## src/rtl/core/srru_pkg.sv

```systemverilog
// Shared constants, types and state codes of the streaming RRIP replacement unit.
`timescale 1ns / 1ps

package srru_pkg;

  // Geometry of the cache and of the signature table.
  localparam int unsigned NUM_SETS    = 2048;
  localparam int unsigned NUM_WAYS    = 16;
  localparam int unsigned SIG_BITS    = 6;
  localparam int unsigned ADDR_BITS   = 48;

  localparam int unsigned SET_W       = $clog2(NUM_SETS);
  localparam int unsigned WAY_W       = $clog2(NUM_WAYS);
  localparam int unsigned SIG_ENTRIES = 1 << SIG_BITS;

  // Field widths fixed by the interface.
  localparam int unsigned SET_IN_W    = 11;
  localparam int unsigned WAY_IN_W    = 4;
  localparam int unsigned MASK_W      = 16;
  localparam int unsigned PC_W        = 48;

  // The clearing pass covers the larger of the two indexed stores.
  localparam int unsigned CLR_DEPTH   = (NUM_SETS > SIG_ENTRIES) ? NUM_SETS : SIG_ENTRIES;
  localparam int unsigned CLR_W       = (CLR_DEPTH > 1) ? $clog2(CLR_DEPTH) : 1;

  // Re-reference and counter values.
  localparam logic [1:0] RRPV_DISTANT = 2'd3;
  localparam logic [1:0] RRPV_NEAR    = 2'd0;
  localparam logic [1:0] CNT_MAX      = 2'd3;
  localparam logic [1:0] REUSE_INIT   = 2'd1;
  localparam logic [1:0] REUSE_THRESH = 2'd2;
  localparam logic [1:0] STREAM_THRESH = 2'd2;

  // Strides, in bytes, that count as streaming.
  localparam int unsigned STRIDE_NEAR = 64;
  localparam int unsigned STRIDE_FAR  = 128;

  typedef logic [NUM_WAYS-1:0][1:0]          rrpv_row_t;
  typedef logic [NUM_WAYS-1:0][SIG_BITS-1:0] sig_row_t;

  typedef struct packed {
    logic [ADDR_BITS-1:0] prev_addr;
    logic [1:0]           score;
  } hist_t;

  // Row write into the per-set memories.
  typedef struct packed {
    logic             we;
    logic [SET_W-1:0] set;
    rrpv_row_t        rrpv;
    sig_row_t         sig;
    hist_t            hist;
  } set_wr_t;

  // Single entry write into the signature reuse table.
  typedef struct packed {
    logic                we;
    logic [SIG_BITS-1:0] addr;
    logic [1:0]          data;
  } reuse_wr_t;

  // Outcome of the victim search over one set.
  typedef struct packed {
    logic [WAY_W-1:0] way;
    logic             age_we;
    rrpv_row_t        aged;
  } victim_t;

  typedef enum logic [1:0] {
    ST_CLEAR,
    ST_IDLE,
    ST_READ,
    ST_WRITE
  } state_e;

  typedef enum logic {
    OP_VICTIM = 1'b0,
    OP_UPDATE = 1'b1
  } op_e;

endpackage

```

## src/rtl/core/srru_victim_sel.sv

```systemverilog
// Victim search: first invalid way, otherwise ageing of the set and first distant way.
`timescale 1ns / 1ps

module srru_victim_sel (
  input  logic [srru_pkg::MASK_W-1:0] valid_mask_i,
  input  srru_pkg::rrpv_row_t         rrpv_row_i,
  output srru_pkg::victim_t           victim_o
);
  import srru_pkg::*;

  logic [NUM_WAYS-1:0] way_valid;

  // Ways beyond the mask count as valid.
  if (NUM_WAYS <= MASK_W) begin : g_narrow
    assign way_valid = valid_mask_i[NUM_WAYS-1:0];
  end else begin : g_wide
    assign way_valid = {{(NUM_WAYS - MASK_W){1'b1}}, valid_mask_i};
  end

  logic             any_invalid;
  logic [WAY_W-1:0] first_invalid;
  logic [WAY_W-1:0] first_top;
  logic [1:0]       top;
  logic [1:0]       add;
  logic [NUM_WAYS-1:0] has_hi;
  logic [NUM_WAYS-1:0] has_lo;
  logic [NUM_WAYS-1:0] is_top;

  // True when any way of the row has its upper bit set.
  function automatic logic has_hi_all(input rrpv_row_t row);
    logic r;
    r = 1'b0;
    for (int w = 0; w < NUM_WAYS; w++) begin
      r = r | row[w][1];
    end
    return r;
  endfunction

  always_comb begin
    any_invalid   = 1'b0;
    first_invalid = '0;
    first_top     = '0;
    // Lowest invalid way wins, so scan from the top down.
    for (int w = NUM_WAYS - 1; w >= 0; w--) begin
      if (!way_valid[w]) begin
        any_invalid   = 1'b1;
        first_invalid = WAY_W'(w);
      end
    end

    // The largest value in the set, built from bit reductions.
    for (int w = 0; w < NUM_WAYS; w++) begin
      has_hi[w] = rrpv_row_i[w][1];
      has_lo[w] = rrpv_row_i[w][0] & (rrpv_row_i[w][1] == (|has_hi_all(rrpv_row_i)));
    end
    top[1] = |has_hi;
    top[0] = |has_lo;
    add    = RRPV_DISTANT - top;

    // After ageing, the ways that held the maximum are the ones at the distant value.
    for (int w = 0; w < NUM_WAYS; w++) begin
      is_top[w] = (rrpv_row_i[w] == top);
    end
    for (int w = NUM_WAYS - 1; w >= 0; w--) begin
      if (is_top[w]) begin
        first_top = WAY_W'(w);
      end
    end

    for (int w = 0; w < NUM_WAYS; w++) begin
      victim_o.aged[w] = rrpv_row_i[w] + add;
    end
    victim_o.age_we = !any_invalid && (top != RRPV_DISTANT);
    victim_o.way    = any_invalid ? first_invalid : first_top;
  end

endmodule
```

## config.mk

```make
export PLATFORM = sky130hd
export DESIGN_NAME = srru_victim_sel
export DESIGN_NICKNAME = d
export VERILOG_FILES = /design/src/rtl/core/srru_pkg.sv /design/src/rtl/core/srru_victim_sel.sv
export SDC_FILE = /design/constraint.sdc
export NUM_CORES = 1
export LEC_CHECK = 0
export BUFFER_PORTS_ARGS = -buffer_cell sky130_fd_sc_hd__clkbuf_2
export CAP_MARGIN = 40
export CORE_MARGIN = 2
export CORE_UTILIZATION = 35
export DETAILED_ROUTE_END_ITERATION = 12
export PLACE_DENSITY = 0.74
export SKIP_LAST_GASP = 1
export SYNTH_ARGS = -nofsm -noshare
export SYNTH_HDL_FRONTEND = slang
export SYNTH_SLANG_ARGS = --single-unit
export TNS_END_PERCENT = 5
```

## constraint.sdc

```tcl
create_clock -name vclk -period 4.9
set_clock_uncertainty 0.1 [all_clocks]
set_input_delay 0.49 -clock vclk [all_inputs]
set_output_delay 0.49 -clock vclk [all_outputs]
set_load 0.03 [all_outputs]
```

# == Yosys cells after proc, flatten, opt, wreduce, memory -nomap -nowiden ==
# Cells that the tools add are included.
# totals
wordCells,134
output_inout_bits,37
input_bits,48
regBits,0
# op_classes
n_mux,49
n_eq_ne,33
n_addsub,17
bitwise_logic,31
n_reduce_logical,4
# op_table
operator,n
$mux 4,33
$add 2x2->2,16
$eq 2x2->1,16
$reduce_or 16->1,2
$and 1x1->1,16
$eq 1x1->1,16
$mux 1,16
$or 1x1->1,15
$ne 2x2->1 const B,1
$sub 2x2->2 const A,1
$logic_and 1x1->1,1
$logic_not 1->1,1

# == Logic depth before layout (Yosys ltp) ==
# Gate-level depths: netlist of the first run.
# depth
word_depth,36
mapped_depth,14

# == Worst setup path before layout of the first run ==
# Ideal clock, no wire load.
# synth_timing
path_type,input-to-output
from,input rrpv_row_i[15] in the netlist's numbering
to,output victim_o[34] in the netlist's numbering
required_ns,4.310
n_path_buf,2
stages,14
arrival_time_ns,4.623
path_slack_ns,-0.313
cell_sequence,nor4_4 > and4_1 > buf_4 > buf_4 > nand4_1 > a21oi_1 > o2111ai_1 > a21oi_1 > ha_1 > inv_1 > o22a_1 > o311ai_1 > a31oi_1 > o41ai_1
# synth_rtl
element,line_no,rtl
from (decl),srru_victim_sel.sv:6,"input srru_pkg::rrpv_row_t rrpv_row_i,"
to (decl),srru_victim_sel.sv:7,output srru_pkg::victim_t victim_o

==> results of run 1 <==
-- through the flow --
stage / hold WS, ps / worst slack, ps
after floorplan: 1150 / 43.2
after global placement: 1330 / 421
after detailed placement: 1320 / 327
after CTS: 1320 / 316
after global routing: 1350 / 24.5
final: 1320 / 310
-- where the power goes --
group / internal [µW] / switching (µW) / leakage (µW)
clock network: 0 / 0 / 0
registers: 0 / 0 / 0
logic: 56.0 / 100 / 0.000874
total: 56.0 / 100 / 0.000874
-- worst paths after layout --
kind	to	start	cells past startpoint
setup / recovery	victim_o[34]	rrpv_row_i[15]	15
hold / removal	victim_o[16]	rrpv_row_i[16]	3
-- routing by layer --
layer  share of wire  vias up  track usage
li1                -      838            -
met1            0.46      725        0.264
met2            0.47       64        0.331
met3           0.062        4       0.0180
met4          0.0091        0       0.0222
met5               0        -            0
-- worst max-delay path: stages --
cell and delay, ps:
clkbuf_2 140, nor4_4 450, and4_1 490, nand4_1 130, a21oi_1 180, o2111ai_1 160
a21oi_1 280, buf_4 280, ha_1 180, inv_1 60, o22a_1 190, o311ai_1 300
a31oi_1 140, o41ai_2 250, clkbuf_2 260
-- cell type report --
class / count / area, µm² / area share
inverter: 15 / 56.3 / 0.0331
multi-input combinational: 153 / 1150 / 0.675
tap: 46 / 57.6 / 0.0338
timing repair buffer: 87 / 440 / 0.259
-- placed cells by master (no fill, tap or decap), drive strengths merged, types with 2 or more instances in the layout --
| cell type | n |
|---|---|
| nor3 | 2 |
| clkbuf | 85 |
| nand3 | 3 |
| nand4 | 9 |
| a41oi | 3 |
| nand2 | 13 |
| a22oi | 6 |
| o21ai | 19 |
| a31oi | 4 |
| inv | 15 |
| buf | 2 |
| o2111ai | 2 |
| a21boi | 4 |
| a21oi | 6 |
| ha | 17 |
| o21a | 2 |
| and4 | 3 |
| xnor2 | 15 |
| nand2b | 3 |
| nor4 | 4 |
| nor2 | 16 |
| nor2b | 2 |
| a222oi | 4 |
-- kinds of logic after synthesis --
logic type,Yosys count,synth area share
AO/OA/AOI/OAI,62,0.349
AND/OR/NAND/NOR,58,0.298
buffers and inverters,18,0.0627
adder cells (fa/ha/maj),17,0.175
XOR/XNOR,16,0.115
==> summary.md, run 1 <==
| Metric | Value |
|---|---|
| Port bufs | 85 |
| Post-route clock period utilization | 0.937 |
| Yosys top cell by area | ha_1 |
| Number of global-route vias before repair | 1502 |
| Hold buffers post-CTS | 0 |
| Via count | 1631 |
| Hold WC Path Type | in -> out |
| I/O pin cnt | 85 |
| Initial Util | 0.365 |
| First-pass GRT wire length | 6590 µm |
| Crit path DAT | 4000 ps |
| Syn nets | 236 |
| # DRC | 0 |
| Drt first-iter violations | 83 |
| Core ar. | 3340 µm² |
| GP Congestion | 0.900 |
| Layout Nets | 322 |
| Top post-synthesis cells by area | ha_1, xnor2_1, o21ai_0, nor4_4, nor2_1 |
| Placed wire-length estimate | 3450 µm |
| Sequential cell count | 0 |
| Crit. End Element | output pin |
| Die width | 63.0 µm |
| RSZ-0062 raised after global routing | no |
| Max frequency | 218 MHz |
| Average wire per standard cell | 13.1 µm |
| Final-report max-slew violation count | 0 |
| Seq/Total Area, Yosys | 0 |
| Die Span Y | 63.0 µm |
| CP Class | in -> out |
| Minimum clock period | 4590 ps |
| Via-per-instance ratio | 5.42 |
| Area Growth Syn to Fin | 39.9% |
| Library cells used by synthesis | 43 |
| Ratio of cells with drive above 1 in the final layout | 0.373 |
| WL final | 3950 µm |
| Final-layout clock buffer total | 0 |
| Post-synth top cells | ha_1, o21ai_0, nor2_1 |
| Slew @ Worst Pin | 481 ps |
| Total Power | 156 µW |
| Crit path max fanout | 15 |
| Global route overflow | 0 |
| Avg Cell Area, Syn | 7.12 µm² |
| End-of-flow core utilization | 0.510 |
| Postcts setup bufs | 0 |
| Pwr/cell area | 91.8 nW/µm² |
| Finished Cell Area | 1700 µm² |
| Final ANT Viol Nets | 0 |
| Setup-failing EPs final | 0 |
| Drt pass-1 iters | 4 |
| Placed insts | 301 |
| Yosys synthesis warning count | 0 |
| Cell Area, Synth | 1220 µm² |
| Slew Limit Headroom | 0.676 |
| Maximum number of pins on one net before global-route repair | 19 |
| Site Rows | 21 |
| Syn Inst Count | 171 |
| CP Launch Type | input port |
| Peak supply drop | 33.1 µV |
| Fin cells | 301 |
| Post_cts resized | 0 |
| Hold Violations, Final | 0 |
| Status | finished, final reports clean |
| Storage cell area | 0 µm² |
| # fillers | 355 |
| Ant. Diodes | 0 |
| Synth top area share | 0.175 |
| Area of the die | 3970 µm² |
| Static Leak | 0.000874 µW |
| Total track usage | 0.192 |
| Setup tns final | 0 ps |
| Max Cap Viol | 0 |
| Cell Area, Placed | 1700 µm² |
| Initial antenna violation count | 0 |
| CP required | 4310 ps |
(Power assumes the default switching activity.)
==> run 2: changes to the inputs <==
--- a/config.mk
+++ b/config.mk
@@ -7,7 +7,7 @@
 export LEC_CHECK = 0
 export BUFFER_PORTS_ARGS = -buffer_cell sky130_fd_sc_hd__clkbuf_2
 export CAP_MARGIN = 40
-export CORE_MARGIN = 2
+export CORE_MARGIN = 10
 export CORE_UTILIZATION = 35
 export DETAILED_ROUTE_END_ITERATION = 12
 export PLACE_DENSITY = 0.74
==> run 2 against run 1 <==
Power is 1.2% higher. Count of clock-buffer cells in the layout is the same. Combinational power barely moved. Cell count increased by 0.66%. Global-route usage decreased by 5.5 points. Wire length rose by 19%. Fmax increased by 4.8%. Die area is 57% higher. Sequential share of layout area unchanged. Cell area up 0.88%. Core utilization rose by 0.45 points. Critical path depth increased by 1. Largest cell class unchanged.
==> summary.md, run 2 (synthesized netlist as in run 1, its figures left out) <==
| Metric | Value |
|---|---|
| Final-report max-slew violation count | 0 (unchanged) |
| Crit path DAT | 3790 ps (-210 ps) |
| Fin Hold WS | 1320 ps (-6.06 ps) |
| CP required | 4310 ps (about the same) |
| Average wire per standard cell | 15.5 µm (+18%) |
| Layout Nets | 324 (+0.62%) |
| Drt first-iter violations | 87 (+4.8%) |
| CP Launch Type | input port |
| Pwr/cell area | 92.1 nW/µm² (+0.35%) |
| Total track usage | 0.137 (-0.0549) |
| Port bufs | 85 (unchanged) |
| Crit. End Element | output pin |
| Slew Limit Headroom | 0.696 (+0.0201) |
| Site Rows | 21 (unchanged) |
| Maximum number of pins on one net before global-route repair | 15 (-4) |
| Global route overflow | 0 (unchanged) |
| Hold buffers post-CTS | 0 (unchanged) |
| Placement Setup Slack | 514 ps (+187 ps) |
| Post_cts resized | 0 (unchanged) |
| Static Leak | 0.000884 µW (+1.2%) |
| Ratio of cells with drive above 1 in the final layout | 0.377 (+0.00488) |
| I/O pin cnt | 85 (unchanged) |
| Hold Violations, Final | 0 (unchanged) |
| Peak supply drop | 36.4 µV (+10%) |
| First-pass GRT wire length | 7510 µm (+14%) |
| # fillers | 354 (-0.28%) |
| End-of-flow core utilization | 0.515 (+0.00450) |
| Postcts setup bufs | 0 (unchanged) |
| Die Span Y | 79.0 µm (+25%) |
| Final ANT Viol Nets | 0 (unchanged) |
| Ant. Diodes | 0 (unchanged) |
| Commonest non-fill, non-tap cell in the layout | clkbuf_2 |
| WL final | 4700 µm (+19%) |
| Die width | 79.0 µm (+25%) |
| Max Cap Viol | 0 (unchanged) |
| Number of global-route vias before repair | 1671 (+11%) |
| Drt pass-1 iters | 6 (+2) |
| # DRC | 0 (unchanged) |
| Initial antenna violation count | 0 (unchanged) |
| Max frequency | 228 MHz (+4.8%) |
| Status | finished, final reports clean |
| Area taken by multi-input logic gates | 1150 µm² (unchanged) |
| Sequential cell count | 0 (unchanged) |
| CP Class | in -> out |
| Area of the die | 6240 µm² (+57%) |
| Core ar. | 3340 µm² (unchanged) |
| Most frequent cells in the layout | clkbuf_2, o21ai_0, ha_1 |
| Crit path max fanout | 14 (-1) |
| Setup tns final | 0 ps (unchanged) |
| GP Congestion | 0.901 (+0.14%) |
| Area Growth Syn to Fin | 41.1% |
| Final setup slack of the worst path | 520 ps (+210 ps) |
| Final-layout clock buffer total | 0 (unchanged) |
| Minimum clock period | 4380 ps (-210 ps) |
| Via count | 1657 (+1.6%) |
| Storage cell area | 0 µm² (unchanged) |
| Hold WC Path Type | in -> out |
| Via-per-instance ratio | 5.47 (+0.92%) |
| Slew @ Worst Pin | 451 ps (-29.9 ps) |
| RSZ-0062 raised after global routing | no |
| Placed wire-length estimate | 4230 µm (+23%) |
| Initial Util | 0.365 (unchanged) |
| Setup-failing EPs final | 0 (unchanged) |
| Post-route clock period utilization | 0.894 (-0.0428) |
## run 2: cell types whose count changed in the layout (fill, tap and decap cells not counted), sizes merged
cell  previous run  this run
buf              2         4
## run 2: routing by layer
| metal | share of wire | up-vias | routed length [µm] | global-route usage |
|---|---|---|---|---|
| li1 | - | 839 | - | - |
| met1 | 0.41 | 757 | 1930 | 0.153 |
| met2 | 0.47 | 61 | 2210 | 0.249 |
| met3 | 0.12 | 0 | 551 | 0.0586 |
| met4 | 0 | 0 | 0 | 0.00179 |
| met5 | 0 | - | 0 | 0 |
## run 2: power by group
group | switching [µW] | total [µW] | internal, µW
sequential | 0 | 0 | 0
combinational | 102 | 158 | 56.1
clock | 0 | 0 | 0
## run 2: cell type report
type,count,area share
inverters,15,0.0328
multi-input cells,153,0.669
well taps,46,0.0335
repair buffers,89,0.265
## run 2: worst paths after layout
check,start,to,cells past startpoint
worst max-delay path,rrpv_row_i[15],victim_o[34],16
worst min-delay path,rrpv_row_i[30],victim_o[30],3
## run 2: critical path, cell delays in order
cell and delay [ps]:
clkbuf_2 140, nor4_4 450, and4_1 300, buf_4 190
nand4_1 90, a21oi_1 180, o2111ai_1 160, a21oi_1 180
buf_4 220, ha_1 160, inv_1 50, o22a_1 220
o311ai_1 310, a31oi_1 140, o41ai_2 240, clkbuf_2 260
## run 2: per-stage QoR
stage / instances / area [µm²] / total power (µW)
after detailed placement: 303 / 1720 / 159
final: 303 / 1720 / 158
after global placement: 303 / 1720 / 159
after CTS: 303 / 1720 / 160
after global routing: 303 / 1720 / 174
after floorplan: 171 / 1220 / 95.8
