[src/rtl/core/srru_pkg.sv]
// Shared constants, types and state codes of the streaming RRIP replacement unit.
`timescale 1ns / 1ps

package srru_pkg;

  // Geometry of the cache and of the signature table.
  localparam int unsigned NUM_SETS    = 2048;
  localparam int unsigned NUM_WAYS    = 16;
  localparam int unsigned SIG_BITS    = 6;
  localparam int unsigned ADDR_BITS   = 48;

  localparam int unsigned SET_W       = $clog2(NUM_SETS);
  localparam int unsigned WAY_W       = $clog2(NUM_WAYS);
  localparam int unsigned SIG_ENTRIES = 1 << SIG_BITS;

  // Field widths fixed by the interface.
  localparam int unsigned SET_IN_W    = 11;
  localparam int unsigned WAY_IN_W    = 4;
  localparam int unsigned MASK_W      = 16;
  localparam int unsigned PC_W        = 48;

  // The clearing pass covers the larger of the two indexed stores.
  localparam int unsigned CLR_DEPTH   = (NUM_SETS > SIG_ENTRIES) ? NUM_SETS : SIG_ENTRIES;
  localparam int unsigned CLR_W       = (CLR_DEPTH > 1) ? $clog2(CLR_DEPTH) : 1;

  // Re-reference and counter values.
  localparam logic [1:0] RRPV_DISTANT = 2'd3;
  localparam logic [1:0] RRPV_NEAR    = 2'd0;
  localparam logic [1:0] CNT_MAX      = 2'd3;
  localparam logic [1:0] REUSE_INIT   = 2'd1;
  localparam logic [1:0] REUSE_THRESH = 2'd2;
  localparam logic [1:0] STREAM_THRESH = 2'd2;

  // Strides, in bytes, that count as streaming.
  localparam int unsigned STRIDE_NEAR = 64;
  localparam int unsigned STRIDE_FAR  = 128;

  typedef logic [NUM_WAYS-1:0][1:0]          rrpv_row_t;
  typedef logic [NUM_WAYS-1:0][SIG_BITS-1:0] sig_row_t;

  typedef struct packed {
    logic [ADDR_BITS-1:0] prev_addr;
    logic [1:0]           score;
  } hist_t;

  // Row write into the per-set memories.
  typedef struct packed {
    logic             we;
    logic [SET_W-1:0] set;
    rrpv_row_t        rrpv;
    sig_row_t         sig;
    hist_t            hist;
  } set_wr_t;

  // Single entry write into the signature reuse table.
  typedef struct packed {
    logic                we;
    logic [SIG_BITS-1:0] addr;
    logic [1:0]          data;
  } reuse_wr_t;

  // Outcome of the victim search over one set.
  typedef struct packed {
    logic [WAY_W-1:0] way;
    logic             age_we;
    rrpv_row_t        aged;
  } victim_t;

  typedef enum logic [1:0] {
    ST_CLEAR,
    ST_IDLE,
    ST_READ,
    ST_WRITE
  } state_e;

  typedef enum logic {
    OP_VICTIM = 1'b0,
    OP_UPDATE = 1'b1
  } op_e;

endpackage

[src/rtl/core/srru_reuse_table.sv]
// Signature reuse counters: one write port and two registered read ports.
`timescale 1ns / 1ps

module srru_reuse_table (
  input  logic                          clk_i,
  input  logic                          rd_en_i,
  input  logic [srru_pkg::SIG_BITS-1:0] rd_addr_a_i,
  input  logic [srru_pkg::SIG_BITS-1:0] rd_addr_b_i,
  input  srru_pkg::reuse_wr_t           wr_i,
  output logic [1:0]                    rd_data_a_o,
  output logic [1:0]                    rd_data_b_o
);
  import srru_pkg::*;

  logic [1:0] reuse_mem [SIG_ENTRIES];
  logic [1:0] rd_a_q;
  logic [1:0] rd_b_q;

  // Port A serves the evicted line's signature, port B the incoming one.
  always_ff @(posedge clk_i) begin
    if (wr_i.we) begin
      reuse_mem[wr_i.addr] <= wr_i.data;
    end
    if (rd_en_i) begin
      rd_a_q <= reuse_mem[rd_addr_a_i];
      rd_b_q <= reuse_mem[rd_addr_b_i];
    end
  end

  assign rd_data_a_o = rd_a_q;
  assign rd_data_b_o = rd_b_q;

endmodule

[config.mk]
export PLATFORM = sky130hd
export DESIGN_NAME = srru_reuse_table
export DESIGN_NICKNAME = d
export VERILOG_FILES = /design/src/rtl/core/srru_pkg.sv /design/src/rtl/core/srru_reuse_table.sv
export SDC_FILE = /design/constraint.sdc
export NUM_CORES = 1
export LEC_CHECK = 0
export BUFFER_PORTS_ARGS = -buffer_cell sky130_fd_sc_hd__clkbuf_2
export CAP_MARGIN = 15
export CORE_MARGIN = 2
export CORE_UTILIZATION = 30
export DETAILED_ROUTE_END_ITERATION = 10
export PLACE_DENSITY = 0.5
export SLEW_MARGIN = 0
export SYNTH_ARGS = -nofsm -noshare
export SYNTH_HDL_FRONTEND = slang
export SYNTH_SLANG_ARGS = --single-unit
[constraint.sdc]
create_clock -name clk_i -period 5.1 [get_ports clk_i]
set_input_delay 0.765 -clock clk_i [delete_from_list [all_inputs] [get_ports clk_i]]
set_output_delay 0.765 -clock clk_i [all_outputs]
set_load 0.05 [all_outputs]
-- Word level (Yosys, flattened, before mapping)
Memories as Yosys holds them, arrays and structs flattened. A register that Yosys moved wholly into a read port is not among the register bits.
Cells that the tools add are included.
- add/subtract/negate cells: 0
- $mul: 0
- div/mod/pow operators: 0
- magnitude comparators: 0
- equality and inequality tests: 0
- shift-type cells: 0
- multiplexer cells: 2
- bitwise gates (word level): 0
- reduce and logical (&&, ||, !) cells: 0
- operator list (cell ; count):
    $mux 1 ; 2
- bits in registers: 0
- bits in latches: 0
- bits in writable memories: 128
- memory bits (read-only): 0
- input bits: 23
- output and inout port bits: 4
- logic and storage cells: 3
- memories: 1
- memory list (name ; depth ; width ; rd ports ; clocked after Yosys merged registers in ; wr ports ; RTL line ; source):
    reuse_mem ; 64 ; 2 ; 2 ; 2 ; 1 ; srru_reuse_table.sv:15 ; logic [1:0] reuse_mem [SIG_ENTRIES];

-- Logic depth before layout (Yosys ltp)
Gate-level depths: netlist of the first run.
- word-level depth: 2
- depth in mapped cells: 8
- gate-level depth less buffers: 5

-- Least setup slack after synthesis of the first run
OpenSTA, ideal clock, no wires.
- kind: input port to flip-flop
- start point: in rd_addr_a_i[0] (netlist name)
- end point: reg rd_a_q[0] (netlist: rd_data_a_o[0]), read port of reuse_mem, data pin
- library setup time: 0.256 ns
- arrival time: 2.135 ns
- data required time: 4.844 ns
- setup slack: 2.708 ns
- stages: 7
- cell sequence: buf_6 -> buf_12 -> buf_6 -> mux4_2 -> o221ai_1 -> o21ai_0 -> a22o_1
- RTL lines (item ; RTL line ; source):
    from (decl) ; srru_reuse_table.sv:7 ; input logic [srru_pkg::SIG_BITS-1:0] rd_addr_a_i,
    to (decl) ; srru_reuse_table.sv:16 ; logic [1:0] rd_a_q;

==> results.py, run 1 <==
metrics = {
    "timing": {
        "hold_viol": 0,
        "fin_crit_sh_pct": 56.7,
        "slew_headroom_pct": 39.5,
        "setup_tns_ns": 0,
        "postLayoutSetupSlackWorst_ns": 2.21,
        "rsz0062_at_grt": "false",
        "fmax_mhz": 346,
        "maxSlewViolCount": 0,
        "setup_viol": 0,
        "fin_skew_ns": 0.0106,
        "min_period_ns": 2.89,
        "tightest_slew_ns": 0.907,
    },
    "routing": {
        "routed_wl_um": 17300,
        "route.vias.total": 4016,
        "vias_per_cell": 5.55,
        "route.detailed.drc": 0,
        "drt_iter0_markers": 400,
        "dr.pass1.iters": 4,
        "drt-wirelength-per-cell_um": 24.0,
        "postRouteAntennaNets": 0,
    },
    "cts": {
        "cts_num_sinks": 132,
        "clk_pin_slew_worst_paths_ns": 0.06,
        "htreeDepth": 4,
        "clk_latency_ns": 0.43,
        "hold_buffers": 0,
        "clockBufferDepth": 2,
        "cts-root-buf": "clkbuf_16",
        "cts_setup_buffers": 0,
        "cts_made_buffers": 17,
        "cts_tree": "built",
        "cts_resized": 0,
    },
    "finish": {
        "syn_to_final_growth_pct": 14.2,
        "n_antenna_cell": 0,
        "drive_above_1_share_pct": 26.2,
        "fin_nets": 453,
        "final.fill_count": 2067,
        "fin_area_um2": 7530,
    },
    "synth": {
        "ys_top_cells_by_area": "edfxtp_1, mux4_2, mux4_1",
        "netlist_area_um2": 6600,
        "synth_fp_nets": 430,
        "async_reset_ff_share_pct": 0,
        "synth_ff_type": "edfxtp_1",
        "synth_cell_type_count": 42,
        "ys_seq_area_share_pct": 60.1,
        "netlist_instances": 407,
        "ys_seq_elements": 132,
        "synth.top_cell.area_share_pct": 60.1,
        "synth_top_area_cell": "edfxtp_1",
        "synth_edf_count": 132,
        "yosysWarnings": 0,
        "syn_avg_cell_area_um2": 16.2,
    },
    "power_and_ir_drop": {
        "sw_frac_of_total_pct": 24.0,
        "pwr-share-clk_pct": 46.5,
        "power_leakage_nw": 2.37,
        "design_power_total_w": 0.00266,
        "p_per_area_nw_per_um2": 353,
        "p_int_w": 0.00202,
        "p_switching_w": 0.000638,
        "max-vdd-ir-drop_mv": 0.247,
        "p_comb_share_pct": 7.9,
        "seqPwrFrac_pct": 45.6,
    },
    "floorplanning": {
        "die_x_um": 152,
        "initial_core_util_pct": 30.4,
        "dieArea_um2": 23200,
        "rows": 54,
        "die_y_um": 152,
        "boundaryPins": 27,
        "core_um2": 21700,
    },
    "grt": {
        "grt_pass1_wl_um": 26300,
        "grt_max_degree": 65,
        "grt_pass1_vias": 4103,
        "grt_usage_pct": 15.4,
        "grt_overflow": 0,
        "antenna_found_initial": 0,
    },
    "setup_path": {
        "worst-path-buf-inv": 2,
        "cp_top_family": "buffers and inverters",
        "crit_type": "in -> reg",
        "crit_required_ns": 5.27,
        "crit_chain": "clkbuf_2 > buf_4 > mux4_1 > mux2_2 > o21ai_0 > a31oi_1 > a22o_1",
        "rrSetupSlack_ns": 3.03,
        "r2r_end": "rd_data_a_o[0]",
        "cpPeakStageDelay_ns": 0.64,
        "critPathCaptureType": "register",
        "slowest_stage": "clkbuf_2",
        "reg2reg_from": "reuse_mem[0][0]",
        "arrival_ns": 3.06,
        "worst-path-max-fanout": 23,
        "r2r_cells": 5,
        "cp-start-kind": "primary input",
    },
    "placed_design": {
        "place_congestion": 0.818,
        "dp_hpwl_um": 11700,
        "portBuffers": 26,
        "placed_cell_area_um2": 6940,
        "preCtsSetupSlack_ns": 1.72,
    },
    "hold_path": {
        "hp-start": "rd_en_i",
        "hp-class": "in -> reg",
        "hold_depth": 1,
        "hold_path_end": "rd_data_b_o[1]",
    },
    "flow_run": {
        "maxCapViolCount": 0,
    },
    "run_status": {
        "outcome": "finished, final reports clean",
    },
}
power groups by stage:
stage / Combinational, W / Sequential (W) / Clock (W)
floorplan: 0.000131 / 0.00124 / 0
global placement: 0.000212 / 0.00123 / 0
detailed placement: 0.000213 / 0.00123 / 0
CTS: 0.000213 / 0.00121 / 0.00125
global route: 0.000229 / 0.00121 / 0.00130
finish: 0.000211 / 0.00121 / 0.00123
final cells by class:
type	count	area (um2)	share of cell area (%)
inverters	1	3.75	0.0498
clock buffers	17	425	5.65
multi-input cells	247	2450	32.6
well taps	280	350	4.65
flip-flops and latches	132	3960	52.6
repair buffers	31	168	2.23
clock inverters	15	168	2.23
cell families (layout without fill, tap and decap cells):
group	Yosys count	after routing	share of synthesized area [%]
and+or+nand+nor	131	131	9.07
buffers and inverters	28	64	2.68
AOI/OAI and AO/OA	45	45	5.07
DFF	132	132	60.1
muxes	71	71	23.1
cell usage in the layout, fill, tap and decap left out, drive strengths merged, types with 2 or more instances in the layout:
master   count
nand2b       7
o21ai        7
nor3         4
nand4        2
clkbuf      43
bufinv       2
edfxtp     132
o22ai        4
mux2         3
mux4        61
a311oi       3
nand2       16
a22o         4
buf          5
a21o         2
nand3b       5
nor2b       11
nand3       10
nor2        71
a2111oi      3
a22oi        8
a21oi        2
a31oi        5
clkinv       5
mux2i        7
o221ai       2
inv          9
Yosys cell counts, types with 3 or more instances:
cell type / n
o22ai_1: 4
a22oi_1: 8
mux4_2: 49
a31oi_1: 5
nand3b_1: 5
mux2_2: 3
nor3_1: 4
nor2b_1: 11
nand3_1: 10
nand2b_1: 7
buf_2: 7
mux2i_1: 7
buf_4: 4
a22o_1: 4
mux4_1: 12
a311oi_1: 3
edfxtp_1: 132
o21ai_0: 5
clkbuf_1: 10
nor2_1: 71
nand2_1: 16
worst max-delay path by stage:
stage | from | to | cells after the start
final | rd_addr_a_i[0] | rd_data_a_o[1] | 7
after CTS | rd_addr_a_i[0] | rd_data_a_o[0] | 7
after global routing | rd_addr_a_i[0] | rd_data_a_o[0] | 7
after detailed placement | rd_addr_a_i[0] | rd_data_a_o[0] | 7
after global placement | rd_addr_a_i[0] | rd_data_a_o[0] | 7
after floorplan | rd_addr_a_i[0] | rd_data_a_o[0] | 7
worst reg2reg max path, stage by stage, from the launching register on:
cell       delay (ns)
edfxtp_1         0.41
mux4_1           0.50
nor2b_1          0.15
a2111oi_2        0.43
nor3_1           0.10
a22o_1           0.23
sequential cells by signal, indices dropped and copies added (netlist names):
signal,cells
rd_data_a_o,2
reuse_mem,128
rd_data_b_o,2
through the flow:
stage	hold WS [ns]	util, %	std cells
global route	0.659	34.7	723
CTS	0.662	34.7	723
finish	0.676	34.7	723
detailed placement	1.01	32.0	691
floorplan	0.820	-	407
global placement	0.988	32.0	691
layer usage:
metal / GRT usage [%] / vias up / wire, um / share of wire, %
li1: - / 1720 / - / -
met1: 22.0 / 2117 / 7770 / 45
met2: 23.1 / 161 / 8120 / 47
met3: 3.95 / 18 / 1240 / 7.2
met4: 4.85 / 0 / 213 / 1.2
met5: 0 / - / 0 / 0
(Power assumes the default switching activity.)
==> run 2, diff against run 1 <==
--- a/config.mk
+++ b/config.mk
@@ -10,7 +10,7 @@
 export CORE_MARGIN = 2
 export CORE_UTILIZATION = 30
 export DETAILED_ROUTE_END_ITERATION = 10
-export PLACE_DENSITY = 0.5
+export PLACE_DENSITY = 0.51
 export SLEW_MARGIN = 0
 export SYNTH_ARGS = -nofsm -noshare
 export SYNTH_HDL_FRONTEND = slang
==> constraint.sdc (replaced) <==
create_clock -name clk_i -period 2.6 [get_ports clk_i]
set_input_delay 0.39 -clock clk_i [delete_from_list [all_inputs] [get_ports clk_i]]
set_output_delay 0.39 -clock clk_i [all_outputs]
set_load 0.05 [all_outputs]
==> run 2 against run 1 <==
Effect of this change: sequential share of layout area down 0.80 points; critical path depth shrank 1; flip-flop and latch count is the same; register-to-register slack lost 2.4 ns; via count rose by 0.35%; cell area increased by 1.5%; core utilization rose by 0.54 points; die area unchanged; combinational power increased by 110%; critical path type unchanged; critical endpoint unchanged; highest routed layer unchanged.
==> results.py, run 2 (synthesized netlist as in run 1, its figures left out) <==
metrics = {
    "timing": {
        "min_period_ns": 2.04,
        "setup_viol": 0,
        "slew_headroom_pct": 54.5,
        "hold_viol": 0,
        "tightest_slew_ns": 0.682,
        "maxSlewViolCount": 0,
        "rsz0062_at_grt": "false",
        "fmax_mhz": 491,
        "fin_skew_ns": 0.00647,
        "fin_crit_sh_pct": 78.4,
        "setup_tns_ns": 0,
    },
    "finish": {
        "final_common_cell": "edfxtp_1",
        "top_register": "reuse_mem",
        "n_antenna_cell": 0,
        "syn_to_final_growth_pct": 16.0,
        "fin_nets": 460,
        "largest_reg_flops": 128,
        "final_cell_mix": "edfxtp_1, nor2_1, mux4_2",
        "drive_above_1_share_pct": 27.6,
    },
    "setup_path": {
        "worst-path-buf-inv": 2,
        "cp_top_family": "buffers and inverters",
        "cpPeakStageDelay_ns": 0.37,
        "cp-start-kind": "primary input",
        "worst-path-max-fanout": 17,
        "critPathCaptureType": "register",
        "crit_type": "in -> reg",
        "crit_required_ns": 2.77,
        "slowest_stage": "buf_4",
        "arrival_ns": 2.21,
        "crit_chain": "clkbuf_2 > buf_4 > mux4_2 > o221ai_1 > o21ai_1 > a22o_1",
    },
    "cts": {
        "cts-root-buf": "clkbuf_16",
        "cts_resized": 0,
        "cts_tree": "built",
        "cts_setup_buffers": 0,
        "htreeDepth": 4,
        "clk_pin_slew_worst_paths_ns": 0.06,
        "cts_num_sinks": 132,
        "clockBufferDepth": 2,
        "clk_latency_ns": 0.42,
        "cts_made_buffers": 17,
        "hold_buffers": 0,
    },
    "grt": {
        "grt_max_degree": 65,
        "grt_pass1_vias": 4205,
        "grt_usage_pct": 15.4,
        "grt_pass1_wl_um": 26400,
        "grt_overflow": 0,
        "antenna_found_initial": 0,
    },
    "power_and_ir_drop": {
        "max-vdd-ir-drop_mv": 0.470,
        "design_power_total_w": 0.00527,
        "p_per_area_nw_per_um2": 688,
        "power_leakage_nw": 2.41,
    },
    "routing": {
        "postRouteAntennaNets": 0,
        "route.detailed.drc": 0,
        "drt_iter0_markers": 519,
        "dr.pass1.iters": 5,
        "route.vias.total": 4030,
        "routed_wl_um": 17300,
        "vias_per_cell": 5.52,
        "drt-wirelength-per-cell_um": 23.6,
    },
    "floorplanning": {
        "die_y_um": 152,
        "core_um2": 21700,
        "rows": 54,
        "dieArea_um2": 23200,
        "boundaryPins": 27,
        "initial_core_util_pct": 30.4,
        "die_x_um": 152,
    },
    "hold_path": {
        "hp-class": "in -> reg",
    },
    "placed_design": {
        "portBuffers": 26,
        "place_congestion": 0.799,
        "dp_hpwl_um": 11700,
    },
    "flow_run": {
        "maxCapViolCount": 0,
    },
    "run_status": {
        "outcome": "finished, final reports clean",
    },
}
[run 2: changes by cell type in the layout (fill, tap and decap cells not counted), sizes merged]
| cell | change |
|---|---|
| buf | +7 |
| clkinvlp | +5 |
| clkinv | -1 |
| inv | -5 |
| bufinv | +1 |
[run 2: path summary, 6_finish.rpt]
| path | from | endpoint | slack (ns) | depth (start not counted) |
|---|---|---|---|---|
| setup / recovery | rd_addr_a_i[1] | rd_data_a_o[1] | 0.56 | 6 |
| hold / removal | rd_en_i | rd_data_b_o[0] | 0.23 | 1 |
| setup reg to reg | reuse_mem[2][0] | rd_data_a_o[0] | 0.61 | 5 |
| hold reg to reg | reuse_mem[36][0] | rd_data_a_o[0] | 1.02 | 4 |
[run 2: layout make-up]
type / count / area (um2)
Fill cell: 2026 / 14000
Sequential cell: 132 / 3960
Multi-Input combinational cell: 247 / 2450
Clock buffer: 17 / 425
Tap cell: 280 / 350
Timing Repair Buffer: 38 / 270
Clock inverter: 15 / 181
Inverter: 1 / 3.75
[run 2: layer usage]
metal | GRT usage (%) | up-vias | part of all wire, %
met5 | 0 | - | 0
met4 | 4.09 | 0 | 1.4
met3 | 5.09 | 22 | 8.1
met2 | 23.7 | 166 | 47
met1 | 20.9 | 2102 | 43
li1 | - | 1740 | -
[run 2: worst reg2reg max path: stages (launching register included)]
cell	delay (ns)
edfxtp_1	0.41
mux4_1	0.55
nor2b_1	0.17
a2111oi_2	0.32
nor3_1	0.08
a22o_1	0.21
[run 2: per-stage QoR]
| step | hold WS [ns] | cell area [um2] | instances | worst slack (ns) | utilization [%] |
|---|---|---|---|---|---|
| after floorplan | 0.489 | 6600 | 407 | 0.583 | - |
| after global placement | 0.677 | 7040 | 698 | 0.146 | 32.5 |
| after detailed placement | 0.665 | 7040 | 698 | 0.164 | 32.5 |
| after CTS | 0.220 | 7650 | 730 | 0.602 | 35.3 |
| after global routing | 0.220 | 7650 | 730 | 0.512 | 35.3 |
| final | 0.231 | 7650 | 730 | 0.563 | 35.3 |
[run 2: power by group]
| part | total, W | switching, W | internal, W |
|---|---|---|---|
| Sequential | 0.00237 | 0.00000789 | 0.00236 |
| Combinational | 0.000436 | 0.000266 | 0.000171 |
| Clock | 0.00246 | 0.000944 | 0.00151 |
==> run 3, diff against run 2 <==
--- a/config.mk
+++ b/config.mk
@@ -5,6 +5,7 @@
 export SDC_FILE = /design/constraint.sdc
 export NUM_CORES = 1
 export LEC_CHECK = 0
+export ABC_AREA = 1
 export BUFFER_PORTS_ARGS = -buffer_cell sky130_fd_sc_hd__clkbuf_2
 export CAP_MARGIN = 15
 export CORE_MARGIN = 2
==> constraint.sdc (replaced) <==
create_clock -name clk_i -period 1.65 [get_ports clk_i]
set_input_delay 0.2475 -clock clk_i [delete_from_list [all_inputs] [get_ports clk_i]]
set_output_delay 0.2475 -clock clk_i [all_outputs]
set_load 0.05 [all_outputs]
==> run 3 against run 2 <==
Effect of this change: first-iteration DRC count grew 35%; non-clock buffer count up 29; largest power group unchanged; cell area increased by 9.0%; core utilization increased by 0.59 points; critical endpoint is now rd_data_a_o[1]; clock power is 78% higher; sequential share of layout area down 4.3 points; clock-buffer cell count up 1; power increased by 71%; flip-flop and latch count unchanged; global-route usage increased by 2.9 points.
==> results.py, run 3 <==
metrics = {
    "power_and_ir_drop": {
        "seqPwrFrac_pct": 41.6,
        "pwr-share-clk_pct": 48.6,
        "sw_frac_of_total_pct": 22.5,
        "p_per_area_nw_per_um2": 1080,
        "p_int_w": 0.00697,
        "power_leakage_nw": 3.26,
        "p_switching_w": 0.00203,
        "p_comb_share_pct": 9.8,
        "max-vdd-ir-drop_mv": 0.570,
    },
    "placed_design": {
        "dp_hpwl_um": 13900,
        "portBuffers": 26,
        "placed_cell_area_um2": 7650,
        "place_congestion": 0.867,
    },
    "synth": {
        "netlist_instances": 822,
        "ys_seq_elements": 132,
        "ys_seq_area_share_pct": 56.3,
        "synth_fa_ha_area_share_pct": 0,
        "synth.top_cell.area_share_pct": 56.3,
        "synth_edf_count": 132,
        "synthTopCellsByCount": "nand2_1, nand3_1, edfxtp_1",
        "synthXorXnorAreaFrac_pct": 0,
        "syn_avg_cell_area_um2": 8.56,
        "synth_compound_area_share_pct": 0,
        "yosysWarnings": 0,
        "synth-simple-area-share_pct": 37.6,
        "synth_top_area_cell": "edfxtp_1",
        "synth_mux_area_share_pct": 0,
        "synth_top_family_by_area": "simple AND/OR/NAND/NOR gates",
        "synth_fp_nets": 845,
        "ys_top_cells_by_area": "edfxtp_1, nand2_1, nand3_1",
        "async_reset_ff_share_pct": 0,
        "synth_ff_type": "edfxtp_1",
        "netlist_area_um2": 7040,
        "synth_cell_type_count": 12,
        "yosysMostFrequentCell": "nand2_1",
    },
    "routing": {
        "route.vias.total": 5983,
        "vias_per_cell": 5.04,
        "drt_iter0_markers": 703,
        "dr.pass1.iters": 5,
        "postRouteAntennaNets": 0,
        "routed_wl_um": 21500,
        "drt-wirelength-per-cell_um": 18.1,
        "route.detailed.drc": 0,
    },
    "setup_path": {
        "arrival_ns": 1.14,
        "worst-path-buf-inv": 1,
        "cpPeakStageDelay_ns": 0.45,
        "crit_chain": "clkbuf_2",
        "cp-start-kind": "register",
        "crit_required_ns": 1.40,
        "slowest_stage": "edfxtp_1",
        "cp_top_family": "flip-flops",
        "crit_type": "reg -> out",
        "critPathCaptureType": "output pin",
        "worst-path-max-fanout": 1,
    },
    "finish": {
        "final_common_cell": "nand2_1",
        "largest_reg_flops": 128,
        "fin_area_um2": 8340,
        "drive_above_1_share_pct": 11.3,
        "final_cell_mix": "nand2_1, nand3_1, edfxtp_1",
        "n_antenna_cell": 0,
        "fin_nets": 879,
        "top_register": "reuse_mem",
        "syn_to_final_growth_pct": 18.5,
    },
    "timing": {
        "fin_crit_sh_pct": 83.9,
        "fmax_mhz": 722,
        "rsz0062_at_grt": "false",
        "hold_viol": 0,
        "tightest_slew_ns": 0.735,
        "maxSlewViolCount": 0,
        "fin_skew_ns": 0.00867,
        "slew_headroom_pct": 51.0,
        "setup_viol": 0,
        "min_period_ns": 1.39,
        "setup_tns_ns": 0,
    },
    "cts": {
        "cts_tree": "built",
        "cts_made_buffers": 17,
        "clockBufferDepth": 2,
        "cts_resized": 0,
        "cts-root-buf": "clkbuf_16",
        "hold_buffers": 0,
        "htreeDepth": 4,
        "clk_pin_slew_worst_paths_ns": 0.06,
        "cts_num_sinks": 132,
        "clk_latency_ns": 0.42,
        "cts_setup_buffers": 0,
    },
    "flow_run": {
        "maxCapViolCount": 0,
    },
    "grt": {
        "grt_overflow": 0,
        "grt_pass1_vias": 5793,
        "grt_pass1_wl_um": 33500,
        "grt_usage_pct": 18.3,
        "antenna_found_initial": 0,
        "grt_max_degree": 65,
    },
    "floorplanning": {
        "die_y_um": 157,
        "boundaryPins": 27,
        "core_um2": 23300,
        "die_x_um": 157,
        "initial_core_util_pct": 30.3,
        "dieArea_um2": 24700,
        "rows": 56,
    },
    "hold_path": {
        "hp-class": "in -> reg",
    },
    "run_status": {
        "outcome": "finished, final reports clean",
    },
}
run 3: cell types whose count changed after synthesis, moves of 12 or more:
cell,change
buf_2,+16
buf_6,+12
inv_1,+15
mux4_1,-12
mux4_2,-49
nand2_1,+308
nand3_1,+213
nor2_1,-15
run 3: final cells by class:
cell class,count,area [um2]
fillers,2417,14900
clock buffers,18,429
inverters,18,67.6
well taps,319,399
multi-input cells,620,2650
flip-flops and latches,132,3960
clock inverters,14,258
repair buffers,67,576
run 3: power by group through the flow:
| stage | clock network, W | logic, W | registers [W] |
|---|---|---|---|
| detailed placement | 0 | 0.000886 | 0.00382 |
| finish | 0.00437 | 0.000885 | 0.00375 |
| global placement | 0 | 0.000889 | 0.00382 |
| floorplan | 0 | 0.000519 | 0.00384 |
| CTS | 0.00443 | 0.000888 | 0.00375 |
| global route | 0.00459 | 0.000980 | 0.00375 |
run 3: logic make-up (layout without fill, tap and decap cells):
| logic type | after synthesis | count (layout) |
|---|---|---|
| DFF | 132 | 132 |
| buffers and inverters | 70 | 117 |
| and+or+nand+nor | 620 | 620 |
run 3: per-layer routing:
layer	global-route usage, %	part of all wire (%)	up-vias
li1	-	-	2878
met1	25.7	47	2882
met2	27.8	45	201
met3	3.72	6.0	22
met4	7.01	2.0	0
met5	0	0	-
run 3: path summary, 6_finish.rpt:
path	startpoint	end	slack, ns	cells after the start
hold / removal	rd_en_i	rd_data_b_o[1]	0.13	1
setup / recovery	rd_data_a_o[1]	rd_data_a_o[1]	0.26	1
setup reg to reg	reuse_mem[51][1]	rd_data_b_o[1]	0.31	8
hold reg to reg	reuse_mem[20][1]	rd_data_b_o[1]	0.93	8
run 3: worst register-to-register path, cell delays in order (launching register included):
cell and delay, ns:
edfxtp_1 0.41, nand2_1 0.09, nand3_1 0.07, nand3_1 0.09, nand2_1 0.13, nand2_1 0.09
nand3_1 0.07, nand3_1 0.09, nand2_1 0.06
run 3: through the flow:
stage / worst slack, ns / std cells / utilization, % / power, W / hold WS (ns)
2_1_floorplan: 0.278 / 822 / - / 0.00436 / 0.346
3_3_place_gp: 0.00418 / 1156 / 32.9 / 0.00470 / 0.576
3_5_place_dp: 0.0158 / 1156 / 32.9 / 0.00470 / 0.566
4_1_cts: 0.236 / 1188 / 35.9 / 0.00906 / 0.123
5_1_grt: 0.198 / 1188 / 35.9 / 0.00931 / 0.127
6_report: 0.265 / 1188 / 35.9 / 0.00900 / 0.135
